<file path="config.mk">
export PLATFORM = sky130hd
export DESIGN_NAME = tick_ordered_event_queue
export DESIGN_NICKNAME = d
export VERILOG_FILES = /design/src/toeq_pkg.sv /design/src/tick_ordered_event_queue.sv /design/src/toeq_cell.sv
export VERILOG_INCLUDE_DIRS = /design/src /design/src/src
export SDC_FILE = /design/constraint.sdc
export NUM_CORES = 2
export LEC_CHECK = 0
export BUFFER_PORTS_ARGS = -buffer_cell sky130_fd_sc_hd__buf_2
export CAP_MARGIN = 40
export CORE_UTILIZATION = 46
export CTS_CLUSTER_DIAMETER = 200
export DETAILED_ROUTE_END_ITERATION = 7
export HOLD_SLACK_MARGIN = 0.06
export PLACE_DENSITY = 0.65
export SLEW_MARGIN = 0
export SYNTH_ARGS = -nofsm -noshare
export SYNTH_HDL_FRONTEND = slang
export SYNTH_HIERARCHICAL = 1
export SYNTH_SLANG_ARGS = --single-unit
</file>
<file path="constraint.sdc">
create_clock -name i_clk -period 18.1 [get_ports i_clk]
set_input_delay 2.715 -clock i_clk [delete_from_list [all_inputs] [get_ports i_clk]]
set_output_delay 2.715 -clock i_clk [all_outputs]
set_load 0.02 [all_outputs]
</file>
<file path="src/tick_ordered_event_queue_assert.svh">
// Assertion macros for the event queue RTL.
`ifndef TICK_ORDERED_EVENT_QUEUE_ASSERT_SVH
`define TICK_ORDERED_EVENT_QUEUE_ASSERT_SVH

// Same-cycle implication, sampled on the rising clock edge, masked in reset.
`define TOEQ_ASSERT_NOW(lbl, ante, cons) \
    lbl: assert property (@(posedge i_clk) disable iff (!i_rst_n) (ante) |-> (cons)) \
        else $error("queue check failed");

// Next-cycle implication, sampled on the rising clock edge, masked in reset.
`define TOEQ_ASSERT_NEXT(lbl, ante, cons) \
    lbl: assert property (@(posedge i_clk) disable iff (!i_rst_n) (ante) |=> (cons)) \
        else $error("queue check failed");

`endif

</file>
<file path="src/toeq_pkg.sv">
// Package: types, codes and key compare for the tick ordered event queue.
package toeq_pkg;

    localparam int CAPACITY = 16;
    localparam int CNT_W    = 5;

    localparam logic [1:0] OP_ENQ_AUTO  = 2'd0;
    localparam logic [1:0] OP_ENQ_GIVEN = 2'd1;
    localparam logic [1:0] OP_POP       = 2'd2;
    localparam logic [1:0] OP_POP_MATCH = 2'd3;

    localparam logic [2:0] ST_OK       = 3'd0;
    localparam logic [2:0] ST_DUP      = 3'd1;
    localparam logic [2:0] ST_EMPTY    = 3'd2;
    localparam logic [2:0] ST_MISMATCH = 3'd3;
    localparam logic [2:0] ST_FULL     = 3'd4;

    typedef struct packed {
        logic [1:0]  op;
        logic [31:0] tick;
        logic [31:0] seq;
        logic [15:0] payload_handle;
    } t_cmd;

    typedef struct packed {
        logic [2:0]       status;
        logic [31:0]      assigned_seq;
        logic             popped_valid;
        logic [31:0]      popped_tick;
        logic [31:0]      popped_seq;
        logic [15:0]      popped_payload;
        logic             front_valid;
        logic [31:0]      front_tick;
        logic [31:0]      front_seq;
        logic [15:0]      front_payload;
        logic [CNT_W-1:0] count;
        logic [31:0]      next_auto_seq;
    } t_result;

    typedef struct packed {
        logic        valid;
        logic [31:0] tick;
        logic [31:0] seq;
        logic [15:0] payload;
    } t_entry;

    typedef struct packed {
        logic [31:0] tick;
        logic [31:0] seq;
        logic [15:0] payload;
    } t_key;

    function automatic logic key_after(input logic [31:0] ta, input logic [31:0] sa,
                                       input logic [31:0] tb, input logic [31:0] sb);
        logic res;
        if (ta != tb) begin
            res = (ta > tb);
        end else begin
            res = (sa > sb);
        end
        return res;
    endfunction

endpackage

</file>
<file path="src/tick_ordered_event_queue.sv">
// Top level: sorted event queue built as a chain of cells, with result register.
//
// Takes one command in every cycle (busy stays low) and gives its result in the
// next cycle, strobed by o_valid for exactly one cycle; the receiver cannot
// stall. All cells compare the broadcast key in parallel and shift by at most
// one place, so one insert or remove updates the whole chain at once.
`include "tick_ordered_event_queue_assert.svh"
module tick_ordered_event_queue
    import toeq_pkg::*;
(
    input  logic    i_clk,
    input  logic    i_rst_n,
    input  logic    start,
    output logic    busy,
    input  t_cmd    i_cmd,
    output logic    o_valid,
    output t_result o_result
);

    localparam int LAST = CAPACITY - 1;

    t_entry                w_ent     [CAPACITY];
    t_entry                w_left    [CAPACITY];
    t_entry                w_right   [CAPACITY];
    logic   [CAPACITY-1:0] w_gt;
    logic   [CAPACITY-1:0] w_hit;
    logic   [CAPACITY-1:0] w_left_gt;
    logic   [CAPACITY-1:0] w_vld;
    t_key                  w_key;
    logic                  w_ins;
    logic                  w_pop;

    logic             r_valid;
    logic [2:0]       r_status;
    logic [31:0]      r_assigned;
    logic             r_popped;
    logic [31:0]      r_ptick;
    logic [31:0]      r_pseq;
    logic [15:0]      r_ppay;
    logic [CNT_W-1:0] r_count;
    logic [31:0]      r_auto;

    logic             n_valid;
    logic [2:0]       n_status;
    logic [31:0]      n_assigned;
    logic             n_popped;
    logic [CNT_W-1:0] n_count;
    logic [31:0]      n_auto;

    logic        is_enq;
    logic        dup;
    logic        full;
    logic        empty;
    logic        mismatch;
    logic [31:0] use_seq;

    assign busy = 1'b0;

    assign use_seq = (i_cmd.op == OP_ENQ_AUTO) ? r_auto : i_cmd.seq;
    assign w_key   = '{tick: i_cmd.tick, seq: use_seq, payload: i_cmd.payload_handle};

    genvar gi;
    generate
        for (gi = 0; gi < CAPACITY; gi++) begin : g_cell
            if (gi == 0) begin : g_head
                assign w_left[gi]    = '0;
                assign w_left_gt[gi] = 1'b0;
            end else begin : g_body
                assign w_left[gi]    = w_ent[gi-1];
                assign w_left_gt[gi] = w_gt[gi-1];
            end
            if (gi == LAST) begin : g_tail
                assign w_right[gi] = '0;
            end else begin : g_inner
                assign w_right[gi] = w_ent[gi+1];
            end
            assign w_vld[gi] = w_ent[gi].valid;

            toeq_cell u_cell (
                .i_clk     (i_clk),
                .i_rst_n   (i_rst_n),
                .i_ins     (w_ins),
                .i_pop     (w_pop),
                .i_key     (w_key),
                .i_left    (w_left[gi]),
                .i_left_gt (w_left_gt[gi]),
                .i_right   (w_right[gi]),
                .o_ent     (w_ent[gi]),
                .o_gt      (w_gt[gi]),
                .o_hit     (w_hit[gi])
            );
        end
    endgenerate

    always_comb begin
        is_enq   = (i_cmd.op == OP_ENQ_AUTO) || (i_cmd.op == OP_ENQ_GIVEN);
        dup      = |w_hit;
        full     = w_ent[LAST].valid;
        empty    = !w_ent[0].valid;
        mismatch = (w_ent[0].tick != i_cmd.tick);

        w_ins = 1'b0;
        w_pop = 1'b0;

        n_valid    = start;
        n_status   = ST_OK;
        n_assigned = '0;
        n_popped   = 1'b0;
        n_count    = r_count;
        n_auto     = r_auto;

        if (is_enq) begin
            if (dup) begin
                n_status = ST_DUP;
            end else if (full) begin
                n_status = ST_FULL;
            end else begin
                w_ins      = start;
                n_assigned = use_seq;
            end
        end else if (empty) begin
            n_status = ST_EMPTY;
        end else if ((i_cmd.op == OP_POP_MATCH) && mismatch) begin
            n_status = ST_MISMATCH;
        end else begin
            w_pop    = start;
            n_popped = 1'b1;
        end

        if (w_ins) begin
            n_count = r_count + CNT_W'(1);
            if (i_cmd.op == OP_ENQ_AUTO) begin
                n_auto = r_auto + 32'd1;
            end
        end else if (w_pop) begin
            n_count = r_count - CNT_W'(1);
        end
    end

    always_ff @(posedge i_clk) begin
        if (!i_rst_n) begin
            r_valid <= 1'b0;
            r_count <= '0;
            r_auto  <= '0;
        end else begin
            r_valid <= n_valid;
            r_count <= n_count;
            r_auto  <= n_auto;
        end
    end

    always_ff @(posedge i_clk) begin
        r_status   <= n_status;
        r_assigned <= n_assigned;
        r_popped   <= n_popped;
        r_ptick    <= n_popped ? w_ent[0].tick : 32'd0;
        r_pseq     <= n_popped ? w_ent[0].seq : 32'd0;
        r_ppay     <= n_popped ? w_ent[0].payload : 16'd0;
    end

    always_comb begin
        o_valid                 = r_valid;
        o_result.status         = r_status;
        o_result.assigned_seq   = r_assigned;
        o_result.popped_valid   = r_popped;
        o_result.popped_tick    = r_ptick;
        o_result.popped_seq     = r_pseq;
        o_result.popped_payload = r_ppay;
        o_result.front_valid    = w_ent[0].valid;
        o_result.front_tick     = w_ent[0].valid ? w_ent[0].tick : 32'd0;
        o_result.front_seq      = w_ent[0].valid ? w_ent[0].seq : 32'd0;
        o_result.front_payload  = w_ent[0].valid ? w_ent[0].payload : 16'd0;
        o_result.count          = r_count;
        o_result.next_auto_seq  = r_auto;
    end

    `TOEQ_ASSERT_NOW(a_count_matches_cells, 1'b1, r_count == CNT_W'($countones(w_vld)))
    `TOEQ_ASSERT_NOW(a_head_ordered, w_ent[0].valid && w_ent[1].valid,
        key_after(w_ent[1].tick, w_ent[1].seq, w_ent[0].tick, w_ent[0].seq))
    `TOEQ_ASSERT_NOW(a_single_shift, w_ins, !w_pop && !dup)
    `TOEQ_ASSERT_NEXT(a_insert_counts, w_ins, r_count == $past(r_count) + CNT_W'(1))
    `TOEQ_ASSERT_NEXT(a_auto_advance, w_ins && (i_cmd.op == OP_ENQ_AUTO),
        r_auto == $past(r_auto) + 32'd1)

endmodule

</file>
<file path="src/toeq_cell.sv">
// One cell of the sorted chain: holds one event, shifts on insert or pop.
module toeq_cell
    import toeq_pkg::*;
(
    input  logic   i_clk,
    input  logic   i_rst_n,
    input  logic   i_ins,
    input  logic   i_pop,
    input  t_key   i_key,
    input  t_entry i_left,
    input  logic   i_left_gt,
    input  t_entry i_right,
    output t_entry o_ent,
    output logic   o_gt,
    output logic   o_hit
);

    logic        r_valid;
    logic [31:0] r_tick;
    logic [31:0] r_seq;
    logic [15:0] r_payload;
    t_entry      n_ent;

    always_comb begin
        o_ent = '{valid: r_valid, tick: r_tick, seq: r_seq, payload: r_payload};
        o_gt  = !r_valid || key_after(r_tick, r_seq, i_key.tick, i_key.seq);
        o_hit = r_valid && (r_seq == i_key.seq);
    end

    always_comb begin
        n_ent = o_ent;
        if (i_ins && o_gt) begin
            if (i_left_gt) begin
                n_ent = i_left;
            end else begin
                n_ent = '{valid: 1'b1, tick: i_key.tick, seq: i_key.seq,
                          payload: i_key.payload};
            end
        end else if (i_pop) begin
            n_ent = i_right;
        end
    end

    always_ff @(posedge i_clk) begin
        if (!i_rst_n) begin
            r_valid <= 1'b0;
        end else begin
            r_valid <= n_ent.valid;
        end
    end

    always_ff @(posedge i_clk) begin
        r_tick    <= n_ent.tick;
        r_seq     <= n_ent.seq;
        r_payload <= n_ent.payload;
    end

endmodule
</file>
### Yosys cells after proc, flatten, opt, wreduce, memory -nomap -nowiden

Index checks and enable logic that the tools add are counted.

* bits in writable memories: 0
* memories kept: 0
* latch bits: 0
* output and inout bits: 236
* bits of input ports: 85
* bits in registers: 1450
* memory bits (read-only): 0

* multiply operators: 0
* div/mod/pow operators: 0
* magnitude comparators: 32
* muxes and demuxes: 83
* shift-type cells: 0
* bitwise logic cells: 1
* equal/unequal tests: 34
* add/sub/neg operators: 3
* reductions and logical operators: 87

Operators by type and width (count)
* 81-bit 2-to-1 mux: 47
* 32-bit greater-than comparator: 32
* 32-bit == test: 16
* 32-bit inequality test: 16
* 32-bit 2-to-1 mux: 3
* 2-bit nonzero test: 17
* 1-bit logical AND: 33
* 32-bit by 1-bit adder with 32-bit output (second input constant): 1
* 1-bit 2-to-1 mux: 25
* 18-bit OR reduction: 1
* 1-bit logical OR: 17
* 1-bit zero test: 16
* 16-bit 2-to-1 mux: 1
* 16-bit OR reduction: 1
* 5-bit 2-to-1 mux: 2
* 3-bit 2-to-1 mux: 3
* 5-bit by 1-bit adder with 5-bit output (second input constant): 1
* 5-bit by 1-bit subtractor with 5-bit output (second input constant): 1
* 2-bit 2-to-1 mux: 2
* 2-bit by 1-bit == test with 1-bit output (second input constant): 1
* 2-bit == test (second input constant): 1
* 2-bit zero test: 1
* 2-bit AND reduction: 1
* 1-bit NOT: 1

### Logic depth before layout (Yosys ltp)

* depth after elaboration: 9
* gate-level depth with buffers: 19

### By module

The synthesis kept the hierarchy.

Modules (own cells, without submodules)
* toeq_cell: sequential area each 2422.3 um^2, cells each 571, instances 16, area each 6306.0 um^2
* tick_ordered_event_queue: sequential area each 3083.0 um^2, cells each 701, instances 1, area each 6791.5 um^2

### Least setup slack after synthesis

OpenSTA, ideal clock, no wires.

* path type: input port to flip-flop
* start: input port i_cmd[81] (netlist name)
* end: register g_cell[0].u_cell.r_payload[0], enable pin
* required time: 17.657 ns
* stages on the path: 18
* path slack: 9.130 ns
* setup time: 0.443 ns
* data arrival time: 8.527 ns
* cells stage by stage: buf_2 -> nor2_1 -> clkbuf_1 -> mux2_2 -> inv_1 -> ha_1 -> nand4_1 -> nor4_1 -> and3_1 -> nor4_1 -> and4_1 -> buf_6 -> nand3_4 -> inv_1 -> nor3b_2 -> buf_6 -> buf_12 -> or2_1

* word-level cells in the longest chain between the ends: 9

Ends and longest elaborated chain
* from (decl): RTL line tick_ordered_event_queue.sv:15 `input t_cmd i_cmd,`
* 2-bit zero test: RTL line tick_ordered_event_queue.sv:59 `assign use_seq = (i_cmd.op == OP_ENQ_AUTO) ? r_auto : i_cmd.seq;`
* 32-bit 2-to-1 mux: RTL line tick_ordered_event_queue.sv:59
* via use_seq[15]: RTL line tick_ordered_event_queue.sv:55 `logic [31:0] use_seq;`
* 32-bit == test: RTL line toeq_cell.sv:27 `o_hit = r_valid && (r_seq == i_key.seq);`
* 1-bit logical AND: RTL line toeq_cell.sv:27
* via w_hit[2]: RTL line tick_ordered_event_queue.sv:26 `logic [CAPACITY-1:0] w_hit;`
* 16-bit OR reduction: RTL line tick_ordered_event_queue.sv:97 `dup = |w_hit;`
* 1-bit 2-to-1 mux: RTL line tick_ordered_event_queue.sv:113 `if (dup) begin`
* 1-bit 2-to-1 mux: RTL line tick_ordered_event_queue.sv:112 `if (is_enq) begin`
* via w_ins: RTL line tick_ordered_event_queue.sv:30 `logic w_ins;`
* 1-bit logical AND: RTL line toeq_cell.sv:32 `if (i_ins && o_gt) begin`
* 2-bit nonzero test (no line)
* to (signal assigned): RTL line toeq_cell.sv:55 `r_payload <= n_ent.payload;`
* to (decl): RTL line toeq_cell.sv:21 `logic [15:0] r_payload;`

The timed path passes the listed nets, and every way through them passes these cells.
A chain may end at the register's enable or synchronous reset.

==> results.md <==
- Final setup violating endpoints: 0
- Max H-tree Level: 4
- Cell count after synthesis: 9,837
- Placed wire-length estimate: 213,000 µm
- TritonCTS clock tree: yes
- Clock power frac: 33.3%
- Site Rows: 177
- Power dissipated by switching net loads: about 0.0027 W
- Grt total ovfl: 0
- Hold violation count in the final report: 0
- Largest net degree at the start of global routing: about 140
- Max Slew Vio Count: 0
- Post-synth EDFFs: 1,280
- Final layout net count: 11,300
- Pre-CTS setup slack: 8.09 ns
- CTS clock-pin slew for the worst setup and hold paths: ~0.060 ns
- Max-cap violations: 0
- Buffers inserted by post-CTS timing repair: 0
- Number of sinks handled by clock tree synthesis: 1,450
- Width of the chip: 486 µm
- Effective utilization at floorplan: 46.3%
- Clock latency at the later pin of the worst-skew pair: 0.82 ns
- Post-CTS resize count: 0
- Category of the worst setup path launch point: primary input
- Unrepaired setup endpoints after global routing: no
- Overall die area: 236,000 µm²
- Synth-to-layout area growth: 8.08%
- Outcome: finished clean
- Synth cell types: 67
- Mean instance size in the synthesized netlist: 10.9 µm²
- Type of element capturing the critical path: flip-flop
- Worst rel slew slack: about 36%
- I/O Pins: ~320
- Proportion of power drawn by combinational gates: a little under a quarter
- Gpl congestion: 0.912
- Leading cell type in the layout, fill and taps excluded: sky130_fd_sc_hd__edfxtp_1
- Maximum clock path buffer count: 3
- Number of cells on the worst hold path: 1
- Number of global-route vias before repair: roughly 75,000
- Share of the clock period used by the worst path: approximately 50%
- Setup tns final: 0 ns
- Buffers on Ports: 319
- Core box area: 233,000 µm²
- Cell depth of the worst flop-to-flop path: 18
- Vias after detailed routing: 74,300
- Max VDD drop: 68.6 µV
- Post-route DRC: 0
- Seq pwr share: 44.1%
- Highest fanout seen on the critical path: 51
- Main flop type after synthesis: sky130_fd_sc_hd__edfxtp_1
- Wire length of the first global-routing pass: 420,000 µm
- Classification of the worst-slack hold path: flip-flop to flip-flop
- Leakage power summed over all cells: 50.9 nW
- Worst path required time: 18.66 ns
- Share of cells above drive strength 1: a little under a quarter
- Slew @ Worst Pin: about 0.96 ns
- Number of clock buffers inserted by TritonCTS: 158
- Pwr/cell area: 81.5 nW/µm²
- Top achievable clock speed: between 0.1 and 0.15 GHz
- Register area share after synthesis: 38.9%
- Area of the mapped netlist: 108,000 µm²
- Antenna violations before repair: 25
- Number of violations reported at the end of detailed-routing iteration 0: 5,515
- Post-DR wirelength/cell: approximately 20 µm
- Switching power share of the total: roughly 28%
- Setup WS post-layout: 8.81 ns
- Proportion of register bits with asynchronous set or reset after synthesis: 0%
- Critical path data arrival time: about 10 ns
- Final critical path time including I/O delays and setup: 9.29 ns
- Antenna violation net count after detailed routing: 0
- Die Ht: between 400 and 500 µm
- Yosys reg bits: 1,450
- First-pass iteration count of the detailed router: 6
- Type of the worst setup path: primary input to flip-flop
- Yosys Warn Count: 6
- Drt total wl: 268,000 µm
- CTS Hold Bufs: 0
- Global routing usage summed across all routing layers: 22.1%
- Average via count per standard cell: 5.54
- Root Driver: sky130_fd_sc_hd__clkbuf_16
- Top library cells by usage in the layout, fill and taps aside: sky130_fd_sc_hd__edfxtp_1, sky130_fd_sc_hd__mux2_4, sky130_fd_sc_hd__nand2_1
- Cell-internal power: ~0.0068 W
- Worst-case clock skew: around 0.031 ns
worst max-delay path, cell delays in order:
cell                              delay (ns)
sky130_fd_sc_hd__buf_2                  0.18
sky130_fd_sc_hd__nor2_2                 0.21
sky130_fd_sc_hd__buf_4                  0.41
sky130_fd_sc_hd__mux2_2                 0.62
sky130_fd_sc_hd__inv_1                  0.13
sky130_fd_sc_hd__ha_1                   0.33
sky130_fd_sc_hd__nand4_1                0.18
sky130_fd_sc_hd__nor4_1                 0.10
sky130_fd_sc_hd__clkdlybuf4s18_2        0.28
sky130_fd_sc_hd__and3_1                 0.20
sky130_fd_sc_hd__nor4_1                 0.49
sky130_fd_sc_hd__buf_2                  0.26
sky130_fd_sc_hd__and4_2                 0.29
sky130_fd_sc_hd__buf_4                  0.46
sky130_fd_sc_hd__nand3_4                0.25
sky130_fd_sc_hd__inv_1                  0.11
sky130_fd_sc_hd__buf_4                  0.41
sky130_fd_sc_hd__nor3b_4                0.29
sky130_fd_sc_hd__buf_4                  0.62
sky130_fd_sc_hd__buf_4                  0.75
sky130_fd_sc_hd__mux2_1                 0.38
metrics by stage:
step | util (%) | hold WS [ns] | total power [W] | cell area, µm² | cells
final | 50.0 | 0.531 | 0.00948 | 116000 | 13400
after global routing | 50.0 | 0.547 | 0.00991 | 116000 | 13400
after CTS | 50.0 | 0.536 | 0.00953 | 116000 | 13400
after detailed placement | 47.9 | 0.517 | 0.00637 | 111000 | 13100
after global placement | 47.6 | 0.504 | 0.00623 | 111000 | 13100
after floorplan | - | 0.501 | 0.00587 | 108000 | 10000
layer usage:
metal	share of wire (%)	wire length (µm)	track usage, %
met1	47	125000	30.7
met2	44	117000	34.9
met3	5.3	14300	2.86
met4	3.8	10300	8.76
met5	0.070	188	0
power groups by stage:
stage               logic [W]  registers [W]  clock network [W]
floorplan             0.00169        0.00418                  0
global placement      0.00200        0.00424                  0
detailed placement    0.00212        0.00425                  0
CTS                   0.00213        0.00418            0.00323
global route          0.00236        0.00420            0.00334
finish                0.00214        0.00418            0.00316
synth_stat cells, drive strengths merged (8+ instances only):
library cell	number	area, µm²
a2111oi	32	280
a211oi	48	360
a21o	50	375
a21oi	410	2050
a221oi	17	149
a22o	16	140
and2	87	544
and3	52	325
buf	192	3020
clkbuf	274	1050
dfxtp	170	3400
edfxtp	1280	38400
ha	1028	12900
inv	1052	3950
mux2	1601	22800
nand2	1254	4710
nand2b	33	206
nand3	113	583
nand4	245	1650
nand4b	19	166
nor2	130	488
nor2b	64	400
nor3	85	505
nor3b	99	823
nor4	96	616
o2111a	16	180
o211ai	17	128
o21a	33	248
o21ai	1144	5730
o2bb2ai	17	149
o31a	16	160
o31ai	12	90.1
o41ai	16	140
or2	18	113
or3	8	51.3
or4	27	263
xor2	41	359
final cells by class:
type / count / area, µm²
timing repair buffer: 466 / 2930
clock buffer: 223 / 4530
inverter: 1052 / 3950
clock inverter: 65 / 463
fill: 20400 / 116000
tap: 3132 / 3920
sequential: 1450 / 41800
multi-input combinational: 7032 / 58700
antenna: 3 / 7.51
flip-flops by register name, summed over array words and instances, names as in the netlist:
signal and flops:
g_cell.u_cell/r_seq 512, g_cell.u_cell/r_tick 512, g_cell.u_cell/r_payload 256, r_assigned 32, r_auto 32, r_pseq 32
r_ptick 32, g_cell.u_cell/r_valid 16, r_ppay 16, r_count 5, r_status 3, o_valid 1
r_popped 1
worst paths after layout:
kind / endpoint / slack [ns] / from
hold reg to reg: g_cell[14].u_cell/r_payload[0] / 0.53 / g_cell[15].u_cell/r_payload[0]
hold / removal: g_cell[14].u_cell/r_payload[0] / 0.53 / g_cell[15].u_cell/r_payload[0]
setup / recovery: g_cell[0].u_cell/r_payload[0] / 8.81 / i_cmd[81]
setup reg to reg: g_cell[0].u_cell/r_payload[0] / 11.08 / r_auto[19]
logic make-up (layout without fill, tap and decap cells):
logic type / count (synthesis) / in the layout / synth area share, %
adders and majority gates: 1029 / 1029 / 12.0
xor gates and xnor gates: 45 / 45 / 0.366
AOI/OAI and AO/OA: 1853 / 1853 / 9.52
other: 1 / 167 / 0.00348
buffers and inverters: 1518 / 1806 / 7.45
and+or+nand+nor: 2340 / 2340 / 10.7
muxes: 1601 / 1601 / 21.1
DFF: 1450 / 1450 / 38.9
(Power assumes the default switching activity.)
